`src/hdl/sdtp_pkg.sv`:
```
`timescale 1ns / 1ps
package sdtp_pkg;

  localparam int unsigned POOL_ENTRIES_DEF = 16;
  localparam int unsigned ID_BITS_DEF      = 16;
  localparam int unsigned RESULT_CAP       = 16;
  localparam int unsigned CFG_W            = 5;
  localparam int unsigned TIME_W           = 32;

  typedef enum logic [1:0] {
    MODE_SCHED  = 2'd0,
    MODE_CANCEL = 2'd1,
    MODE_QUERY  = 2'd2,
    MODE_CHECK  = 2'd3
  } mode_e;

  typedef enum logic [1:0] {
    ST_OK        = 2'd0,
    ST_FULL      = 2'd1,
    ST_NOT_FOUND = 2'd2
  } status_e;

  typedef enum logic [3:0] {
    S_IDLE,
    S_SCHED,
    S_KEY,
    S_INS,
    S_FIND,
    S_CANCEL,
    S_CHK,
    S_EMIT,
    S_UNL,
    S_RESP,
    S_FLUSH
  } state_e;

  // Result of the shared deadline unit.
  typedef struct packed {
    logic [TIME_W-1:0] sum;
    logic [TIME_W-1:0] diff;
    logic              le;
  } alu_res_t;

endpackage

```
`src/hdl/sdtp_alu.sv`:
```
`timescale 1ns / 1ps
module sdtp_alu (
  input  logic [sdtp_pkg::TIME_W-1:0] base_i,
  input  logic [sdtp_pkg::TIME_W-1:0] delay_i,
  input  logic [sdtp_pkg::TIME_W-1:0] key_i,
  output sdtp_pkg::alu_res_t          res_o
);
  import sdtp_pkg::*;

  logic [TIME_W-1:0] sum;

  // The deadline wraps modulo 2^32 and is then compared as a plain value.
  assign sum        = base_i + delay_i;
  assign res_o.sum  = sum;
  assign res_o.diff = sum - key_i;
  assign res_o.le   = (sum <= key_i);

endmodule

```
`src/hdl/sorted_deadline_timer_pool.sv`:
```
`timescale 1ns / 1ps
// Sorted deadline timer pool.
// Input channel (in_valid_i/in_ready_o) carries one request per transfer:
// schedule, cancel, query time left, or check expirations. The output
// channel (out_valid_o/out_ready_i) carries the results; last_o marks the
// final result of a request. A check that finds nothing expired gives none.
// Configuration: cfg_we_i writes max_per_check at any edge; zero or any
// value above 16 means sixteen results per check.
// A request walks the deadline-ordered linked list one entry per cycle
// through a single deadline adder/comparator. Schedule walks to its insert
// point, query and cancel search for the id, and a check unlinks each
// expired timer and walks a repeating one back in at its new deadline.
// The block takes one request at a time; in_ready_o is high only when idle.
// Results sit in an output register, so a stalled receiver stalls only the
// step that produces the next result. Reset empties the active list, chains
// all entries onto the free list and restarts ids at zero; no clearing pass.
module sorted_deadline_timer_pool #(
  parameter int unsigned POOL_ENTRIES = sdtp_pkg::POOL_ENTRIES_DEF,
  parameter int unsigned ID_BITS      = sdtp_pkg::ID_BITS_DEF
) (
  input  logic                        clk_i,
  input  logic                        rst_ni,
  input  logic                        cfg_we_i,
  input  logic [sdtp_pkg::CFG_W-1:0]  cfg_wdata_i,
  input  logic                        in_valid_i,
  output logic                        in_ready_o,
  input  logic [1:0]                  mode_i,
  input  logic [sdtp_pkg::TIME_W-1:0] now_i,
  input  logic [sdtp_pkg::TIME_W-1:0] delay_i,
  input  logic [ID_BITS-1:0]          timer_id_i,
  input  logic                        repeat_req_i,
  output logic                        out_valid_o,
  input  logic                        out_ready_i,
  output logic [ID_BITS-1:0]          result_id_o,
  output logic [1:0]                  status_o,
  output logic [sdtp_pkg::TIME_W-1:0] time_left_o,
  output logic                        fired_o,
  output logic                        last_o
);
  import sdtp_pkg::*;

  localparam int unsigned IW = (POOL_ENTRIES > 1) ? $clog2(POOL_ENTRIES) : 1;
  localparam int unsigned LW = $clog2(POOL_ENTRIES + 1);
  localparam logic [LW-1:0] NIL = LW'(POOL_ENTRIES);

  // Entry store.
  logic [ID_BITS-1:0] ident_q [POOL_ENTRIES];
  logic [TIME_W-1:0]  base_q  [POOL_ENTRIES];
  logic [TIME_W-1:0]  dly_q   [POOL_ENTRIES];
  logic               rep_q   [POOL_ENTRIES];
  logic [LW-1:0]      link_q  [POOL_ENTRIES];
  logic [POOL_ENTRIES-1:0] seen_q;

  logic [LW-1:0] head_q, free_q;
  logic [ID_BITS-1:0] nid_q;
  logic [CFG_W-1:0] cfg_q;

  state_e state_q, state_d;

  // Request registers.
  mode_e              mode_q;
  logic [TIME_W-1:0]  now_q, delay_q, key_q;
  logic [ID_BITS-1:0] tid_q;
  logic               rreq_q, rep_e_q;
  logic [CFG_W-1:0]   lim_q, n_q;
  logic [LW-1:0]      cur_q, nxt_q, prev_q, eye_q, e_q;

  // Single-result and held check results.
  logic [ID_BITS-1:0] rid_q, hold_id_q;
  status_e            rst_q;
  logic [TIME_W-1:0]  left_q;
  logic               hold_v_q;

  logic [ID_BITS-1:0] out_id_q;
  logic [1:0]         out_st_q;
  logic [TIME_W-1:0]  out_left_q;
  logic               out_valid_q, out_fired_q, out_last_q;

  logic [LW-1:0] rd_ptr;
  logic [IW-1:0] rd_idx, e_idx, p_idx;
  logic [ID_BITS-1:0] rd_ident;
  logic [LW-1:0] rd_link;
  alu_res_t alu;
  logic [TIME_W-1:0] alu_key;
  logic cur_ok, eye_ok, out_free, accept, id_match;
  logic load_resp, load_hold, load_last;
  logic [CFG_W-1:0] eff_lim;

  always_comb begin
    unique case (state_q)
      S_FIND, S_CHK: rd_ptr = cur_q;
      S_UNL, S_INS:  rd_ptr = eye_q;
      default:       rd_ptr = e_q;
    endcase
  end

  assign rd_idx   = rd_ptr[IW-1:0];
  assign e_idx    = e_q[IW-1:0];
  assign p_idx    = prev_q[IW-1:0];
  assign rd_ident = ident_q[rd_idx];
  assign rd_link  = link_q[rd_idx];
  assign cur_ok   = (cur_q < NIL);
  assign eye_ok   = (eye_q < NIL);
  assign id_match = (rd_ident == tid_q);
  assign out_free = !out_valid_q || out_ready_i;
  assign accept   = in_valid_i && in_ready_o;
  assign alu_key  = (state_q == S_INS) ? key_q : now_q;
  assign eff_lim  = (cfg_q == '0 || cfg_q > CFG_W'(RESULT_CAP)) ? CFG_W'(RESULT_CAP) : cfg_q;

  sdtp_alu u_alu (
    .base_i  (base_q[rd_idx]),
    .delay_i (dly_q[rd_idx]),
    .key_i   (alu_key),
    .res_o   (alu)
  );

  assign load_resp = (state_q == S_RESP) && out_free;
  assign load_hold = (state_q == S_EMIT) && hold_v_q && out_free;
  assign load_last = (state_q == S_FLUSH) && hold_v_q && out_free;

  always_comb begin
    state_d = state_q;
    unique case (state_q)
      S_IDLE: begin
        if (in_valid_i) begin
          unique case (mode_e'(mode_i))
            MODE_SCHED:              state_d = (free_q == NIL) ? S_RESP : S_SCHED;
            MODE_CANCEL, MODE_QUERY: state_d = S_FIND;
            MODE_CHECK:              state_d = S_CHK;
          endcase
        end
      end
      S_SCHED: state_d = S_KEY;
      S_KEY:   state_d = S_INS;
      S_INS: begin
        if (!(eye_ok && alu.le)) begin
          state_d = (mode_q == MODE_CHECK) ? S_CHK : S_RESP;
        end
      end
      S_FIND: begin
        if (!cur_ok) begin
          state_d = S_RESP;
        end else if (id_match) begin
          state_d = (mode_q == MODE_CANCEL) ? S_CANCEL : S_RESP;
        end
      end
      S_CANCEL: state_d = S_RESP;
      S_CHK: begin
        if (!cur_ok || n_q == lim_q || !alu.le) begin
          state_d = S_FLUSH;
        end else if (!seen_q[rd_idx]) begin
          state_d = S_EMIT;
        end
      end
      S_EMIT: if (!hold_v_q || out_free) state_d = S_UNL;
      S_UNL: begin
        if (eye_q == e_q || !eye_ok) begin
          state_d = rep_e_q ? S_KEY : S_CHK;
        end
      end
      S_RESP:  if (out_free) state_d = S_IDLE;
      S_FLUSH: if (!hold_v_q || out_free) state_d = S_IDLE;
      default: state_d = S_IDLE;
    endcase
  end

  assign in_ready_o = (state_q == S_IDLE);

  // Control state: list heads, links, ids, seen marks, output valid.
  always_ff @(posedge clk_i or negedge rst_ni) begin
    if (!rst_ni) begin
      state_q     <= S_IDLE;
      head_q      <= NIL;
      free_q      <= '0;
      nid_q       <= '0;
      cfg_q       <= '0;
      seen_q      <= '0;
      hold_v_q    <= 1'b0;
      out_valid_q <= 1'b0;
      for (int i = 0; i < POOL_ENTRIES; i++) begin
        link_q[i] <= LW'(i + 1);
      end
    end else begin
      state_q <= state_d;
      if (cfg_we_i) cfg_q <= cfg_wdata_i;
      if (load_resp || load_hold || load_last) begin
        out_valid_q <= 1'b1;
      end else if (out_ready_i) begin
        out_valid_q <= 1'b0;
      end
      unique case (state_q)
        S_IDLE: begin
          if (accept) begin
            if (mode_e'(mode_i) == MODE_SCHED) nid_q <= nid_q + 1'b1;
            if (mode_e'(mode_i) == MODE_CHECK) begin
              seen_q   <= '0;
              hold_v_q <= 1'b0;
            end
          end
        end
        S_SCHED: free_q <= rd_link;
        S_INS: begin
          if (!(eye_ok && alu.le)) begin
            if (prev_q == NIL) head_q <= e_q;
            else               link_q[p_idx] <= e_q;
            link_q[e_idx] <= eye_q;
          end
        end
        S_CANCEL: begin
          if (prev_q == NIL) head_q <= nxt_q;
          else               link_q[p_idx] <= nxt_q;
          link_q[e_idx] <= free_q;
          free_q        <= e_q;
        end
        S_CHK: begin
          if (state_d == S_EMIT) seen_q[rd_idx] <= 1'b1;
        end
        S_EMIT: if (state_d == S_UNL) hold_v_q <= 1'b1;
        S_UNL: begin
          if (eye_q == e_q) begin
            if (prev_q == NIL) head_q <= nxt_q;
            else               link_q[p_idx] <= nxt_q;
            if (!rep_e_q) begin
              link_q[e_idx] <= free_q;
              free_q        <= e_q;
            end
          end
        end
        S_FLUSH: if (load_last) hold_v_q <= 1'b0;
        default: ;
      endcase
    end
  end

  // Payload: entry fields, walk pointers, results.
  always_ff @(posedge clk_i) begin
    if (load_resp) begin
      out_id_q    <= rid_q;
      out_st_q    <= rst_q;
      out_left_q  <= left_q;
      out_fired_q <= 1'b0;
      out_last_q  <= 1'b1;
    end else if (load_hold || load_last) begin
      out_id_q    <= hold_id_q;
      out_st_q    <= ST_OK;
      out_left_q  <= '0;
      out_fired_q <= 1'b1;
      out_last_q  <= load_last;
    end
    unique case (state_q)
      S_IDLE: begin
        if (accept) begin
          mode_q  <= mode_e'(mode_i);
          now_q   <= now_i;
          delay_q <= delay_i;
          tid_q   <= timer_id_i;
          rreq_q  <= repeat_req_i;
          lim_q   <= eff_lim;
          n_q     <= '0;
          cur_q   <= head_q;
          prev_q  <= NIL;
          e_q     <= free_q;
          rid_q   <= nid_q;
          rst_q   <= (free_q == NIL) ? ST_FULL : ST_OK;
          left_q  <= '0;
        end
      end
      S_SCHED: begin
        ident_q[e_idx] <= rid_q;
        base_q[e_idx]  <= now_q;
        dly_q[e_idx]   <= delay_q;
        rep_q[e_idx]   <= rreq_q;
      end
      S_KEY: begin
        key_q  <= alu.sum;
        eye_q  <= head_q;
        prev_q <= NIL;
      end
      S_INS: begin
        if (eye_ok && alu.le) begin
          prev_q <= eye_q;
          eye_q  <= rd_link;
        end else begin
          cur_q <= nxt_q;
        end
      end
      S_FIND: begin
        if (!cur_ok) begin
          rid_q  <= tid_q;
          rst_q  <= ST_NOT_FOUND;
          left_q <= (mode_q == MODE_QUERY) ? '1 : '0;
        end else if (id_match) begin
          rid_q  <= tid_q;
          rst_q  <= ST_OK;
          nxt_q  <= rd_link;
          e_q    <= cur_q;
          left_q <= (mode_q == MODE_QUERY && !alu.le) ? alu.diff : '0;
        end else begin
          prev_q <= cur_q;
          cur_q  <= rd_link;
        end
      end
      S_CHK: begin
        if (state_d == S_CHK) begin
          cur_q <= rd_link;
        end else if (state_d == S_EMIT) begin
          nxt_q   <= rd_link;
          e_q     <= cur_q;
          n_q     <= n_q + 1'b1;
          rep_e_q <= rep_q[rd_idx];
        end
      end
      S_EMIT: begin
        if (state_d == S_UNL) begin
          hold_id_q <= rd_ident;
          eye_q     <= head_q;
          prev_q    <= NIL;
        end
      end
      S_UNL: begin
        if (eye_q == e_q || !eye_ok) begin
          if (rep_e_q) base_q[e_idx] <= now_q;
          else         cur_q <= nxt_q;
        end else begin
          prev_q <= eye_q;
          eye_q  <= rd_link;
        end
      end
      default: ;
    endcase
  end

  assign out_valid_o = out_valid_q;
  assign result_id_o = out_id_q;
  assign status_o    = out_st_q;
  assign time_left_o = out_left_q;
  assign fired_o     = out_fired_q;
  assign last_o      = out_last_q;

`ifndef ASSERT_OFF
  // The active and free lists never share a head entry.
  a_heads_apart: assert property (@(posedge clk_i) disable iff (!rst_ni)
    (head_q == free_q) |-> (head_q == NIL))
    else $error("active and free lists share an entry");

  // A check never reports more than its cap.
  a_cap: assert property (@(posedge clk_i) disable iff (!rst_ni)
    (state_q != S_IDLE && mode_q == MODE_CHECK) |-> (n_q <= lim_q))
    else $error("check result count above limit");

  // A held check result exists only while a check is in progress.
  a_hold: assert property (@(posedge clk_i) disable iff (!rst_ni)
    hold_v_q && state_q != S_IDLE |-> mode_q == MODE_CHECK)
    else $error("held result outside a check");

  // An accepted request always keeps the block busy for the next cycle.
  a_busy: assert property (@(posedge clk_i) disable iff (!rst_ni)
    (in_valid_i && in_ready_o) |=> !in_ready_o)
    else $error("ready right after a transfer");
`endif

endmodule
```
`config.mk`:
```
export PLATFORM = sky130hd
export DESIGN_NAME = sorted_deadline_timer_pool
export DESIGN_NICKNAME = d
export VERILOG_FILES = /design/src/hdl/sdtp_pkg.sv /design/src/hdl/sdtp_alu.sv /design/src/hdl/sorted_deadline_timer_pool.sv
export SDC_FILE = /design/constraint.sdc
export NUM_CORES = 2
export LEC_CHECK = 0
export ABC_AREA = 1
export BUFFER_PORTS_ARGS = -buffer_cell sky130_fd_sc_hd__buf_4
export CORE_MARGIN = 2
export CORE_UTILIZATION = 57
export CTS_CLUSTER_SIZE = 16
export DETAILED_ROUTE_END_ITERATION = 7
export HOLD_SLACK_MARGIN = 0.12
export PLACE_DENSITY = 0.76
export RECOVER_POWER = 50
export SETUP_SLACK_MARGIN = 0.15
export SLEW_MARGIN = 20
export SYNTH_ARGS = -nofsm -noshare
export SYNTH_HDL_FRONTEND = slang
export SYNTH_SLANG_ARGS = --single-unit
```
`constraint.sdc`:
```
create_clock -name clk_i -period 8.35 [get_ports clk_i]
set_clock_uncertainty 0.1 [all_clocks]
set_input_delay 1.67 -clock clk_i [delete_from_list [all_inputs] [get_ports clk_i]]
set_output_delay 1.67 -clock clk_i [all_outputs]
set_load 0.005 [all_outputs]
```
==> run_results.csv <==
group,metric,value,unit
logic_synthesis,synth_top_area_frac,0.662,
setup_path,path_common_cell,"nand2_1",
route,drt_wl_total,209000,um
status,run_status,"finished, violations left",
sta,worst_slew_pin_slew,4220,ps
logic_synthesis,ys_types,66,
sta,max-slew-margin-rel,-1.81,
setup_path,slowest_stage,"a221oi_2",
global_routing,antenna_found_initial,5,
finish,fillers,8675,
logic_synthesis,seq_area_frac_synth,0.711,
logic_synthesis,synth_top_area_cell,"edfxtp_1",
placement,port_buffers,146,
setup_path,cp-start-kind,"flip-flop",
sta,rsz0062_at_grt,"no",
clock_network,cts.clk_slew.worst_paths,70,ps
sta,fmax,0.125,GHz
finish,syn_to_final_growth,15.8,%
logic_synthesis,synth-edff-count,1563,
logic_synthesis,synthArstFlopShare,0.0783,
finish,final_nets,6321,
placement,dp_hpwl,122000,um
route,dr.max_layer_used,"met5",
setup_path,max_stage_delay,450,ps
route,avgViaCountPerCell,6.38,
route,drtIter0Drc,7908,
finish,layout-drive-gt1-share,0.141,
clock_network,htreeDepth,4,
logic_synthesis,synthFlopType,"edfxtp_1",
sta,slew_violations,436,
clock_network,cts_tree,"done",
floorplan,die_area,0.127,mm^2
route,firstDrtPassIters,6,
route,num_vias,50699,
clock_network,clk_latency,840,ps
global_routing,grt_start_max_net_pins,117,
logic_synthesis,synth_seq_cells,1698,
clock_network,clock-sinks,1698,
logic_synthesis,syn_area,0.0709,mm^2
setup_path,crit_required,8790,ps
logic_synthesis,synth_nets,5930,
floorplan,die_y,357,um
global_routing,grt_pass1_vias,48205,
logic_synthesis,postSynthAreaPerCell,12.3,um^2
route,antenna_left,0,
logic_synthesis,syn_inst,5770,
setup_path,end_kind,"flip-flop",
logic_synthesis,synth.area.top_cells,"edfxtp_1, nand2_1, dfrtp_1",
floorplan,fp-row-count,129,
route,route.layer.met1.wl,78400,um
clock_network,numCtsBuffers,169,
placement,place.gp.congestion,0.973,
setup_path,worstSetupPathType,"flip-flop to flip-flop",
floorplan,coreArea,0.123,mm^2
floorplan,ios,147,
global_routing,grt_pass1_wl,306000,um
setup_path,cp_max_fo,18,
route,drc,0,
clock_network,cts-hold-fix-buffers,0,
status,violations,"max-capacitance violations, max-slew violations",
floorplan,die_w,357,um
global_routing,grt.total_usage,0.324,
route,wl_per_cell,26.3,um
sta,hold_ws,376,ps
job,cap_violations,12,
floorplan,start_util,0.574,
clock_network,cts_root_buffer,"clkbuf_16",
sta,setup_viol,0,
clock_network,cts_buffer_depth,3,
sta,period_needed,7980,ps
route,wl_met3,26800,um
sta,hold_violations,0,
logic_synthesis,ys.warnings.count,0,
sta,fin_crit_sh,0.956,
route,met2_wirelength,95000,um
min_path,min-delay-path-class,"flip-flop to flip-flop",
setup_path,cp.arrival,8430,ps
global_routing,overflow,0,
-- worst paths after layout --
check | from | end | slack, ps | cells after the start
max in group asynchronous | rst_ni | nid_q[2] | 1280 | 2
worst min register to register | fired_o | fired_o | 380 | 2
min in group asynchronous | rst_ni | async pin | 2230 | 1
worst min-delay path | fired_o | fired_o | 380 | 2
worst max register to register | state_q[0] | nxt_q[0] | 370 | 44
worst max-delay path | state_q[0] | nxt_q[0] | 370 | 44
-- layout make-up --
cell class | count | area, um^2 | area share
antenna | 1 | 2.50 | 0.0000305
clock buffer | 211 | 4500 | 0.0549
clock inverter | 102 | 1060 | 0.0129
inverter | 367 | 1400 | 0.0170
multi-input combinational | 3414 | 18500 | 0.226
sequential | 1698 | 50300 | 0.614
tap | 1637 | 2050 | 0.0250
timing repair buffer | 509 | 4160 | 0.0507
timing repair inverter | 2 | 20.0 | 0.000244
-- repair_timing --
action                     4_1_cts  5_1_grt
setup endpoints to repair      151      160
setup buffers                   18       22
gates cloned                     0        4
resized for setup               18       87
hold endpoints to repair         0        0
pin swaps                        6       33
-- kinds of logic after synthesis --
family / synth area share
and+or+nand+nor: 0.117
DFF: 0.711
AOI/OAI and AO/OA: 0.110
buffers and inverters: 0.0371
xor gates and xnor gates: 0.00853
adders and majority gates: 0.0120
muxes: 0.00438
-- state kept, by name, summed over array words and instances, names as in the netlist, 32 cells and up, named ones only --
signal and count:
ident_q 256, base_q 512, delay_q 32, key_q 32, dly_q 512, now_q 32, time_left_o 32, left_q 32
-- cells in the mapped netlist, types with 34 or more instances --
| master | instances |
|---|---|
| xor2_1 | 44 |
| a21oi_1 | 156 |
| a221oi_1 | 62 |
| nor2_1 | 474 |
| ha_1 | 65 |
| dfrtp_1 | 99 |
| buf_2 | 54 |
| inv_1 | 348 |
| o21ai_0 | 382 |
| a22oi_1 | 91 |
| edfxtp_1 | 1563 |
| dfstp_2 | 34 |
| nand3_1 | 75 |
| clkbuf_1 | 184 |
| nand2_1 | 1113 |
| o31ai_1 | 69 |
| o221ai_1 | 147 |
| o22ai_1 | 181 |
| nor3_1 | 319 |
-- metrics by stage --
| stage | worst slack [ps] | instances | TNS [ps] | utilization | area, um^2 |
|---|---|---|---|---|---|
| after floorplan | 353 | 5770 | 0 | - | 70900 |
| after global placement | 59.9 | 7583 | 0 | 0.614 | 75800 |
| after detailed placement | -158 | 7583 | -4570 | 0.614 | 75800 |
| after CTS | 152 | 7914 | 0 | 0.661 | 81600 |
| after global routing | 34.7 | 7940 | 0 | 0.664 | 82000 |
| final | 367 | 7941 | 0 | 0.664 | 82000 |
-- metal layers --
layer	global-route usage	up-vias
met3	0.0675	583
met2	0.502	3652
met5	0	-
met4	0.129	2
li1	-	21944
met1	0.454	24518
-- placed cells by master (no fill, tap or decap), drive strengths merged, types with 5 or more instances in the layout --
master	count
a2111oi	6
o31ai	69
ha	65
edfxtp	1563
nor2	482
clkinvlp	6
a2111o	5
a22oi	91
xnor2	25
a21oi	158
nand2	1118
bufinv	16
o21a	10
o221ai	147
mux2i	31
a21boi	9
inv	366
o32ai	9
a221oi	64
clkinv	83
a31oi	31
nand3	77
buf	410
nand4	32
nor3	319
clkbuf	310
o22ai	181
dfrtp	99
o21ai	402
dfstp	34
xor2	44
o211ai	7
-- critical path: cells and delay by family (launching register included) --
family,cells,cell delay (ps)
xor gates and xnor gates,1,110
AOI/OAI and AO/OA,10,2040
and+or+nand+nor,21,2620
adders and majority gates,2,680
buffers and inverters,10,1670
DFF,1,430
Power is left out: the tool's default activity adds up to more than one toggle a clock period on the data nets, which glitch-free logic cannot reach.
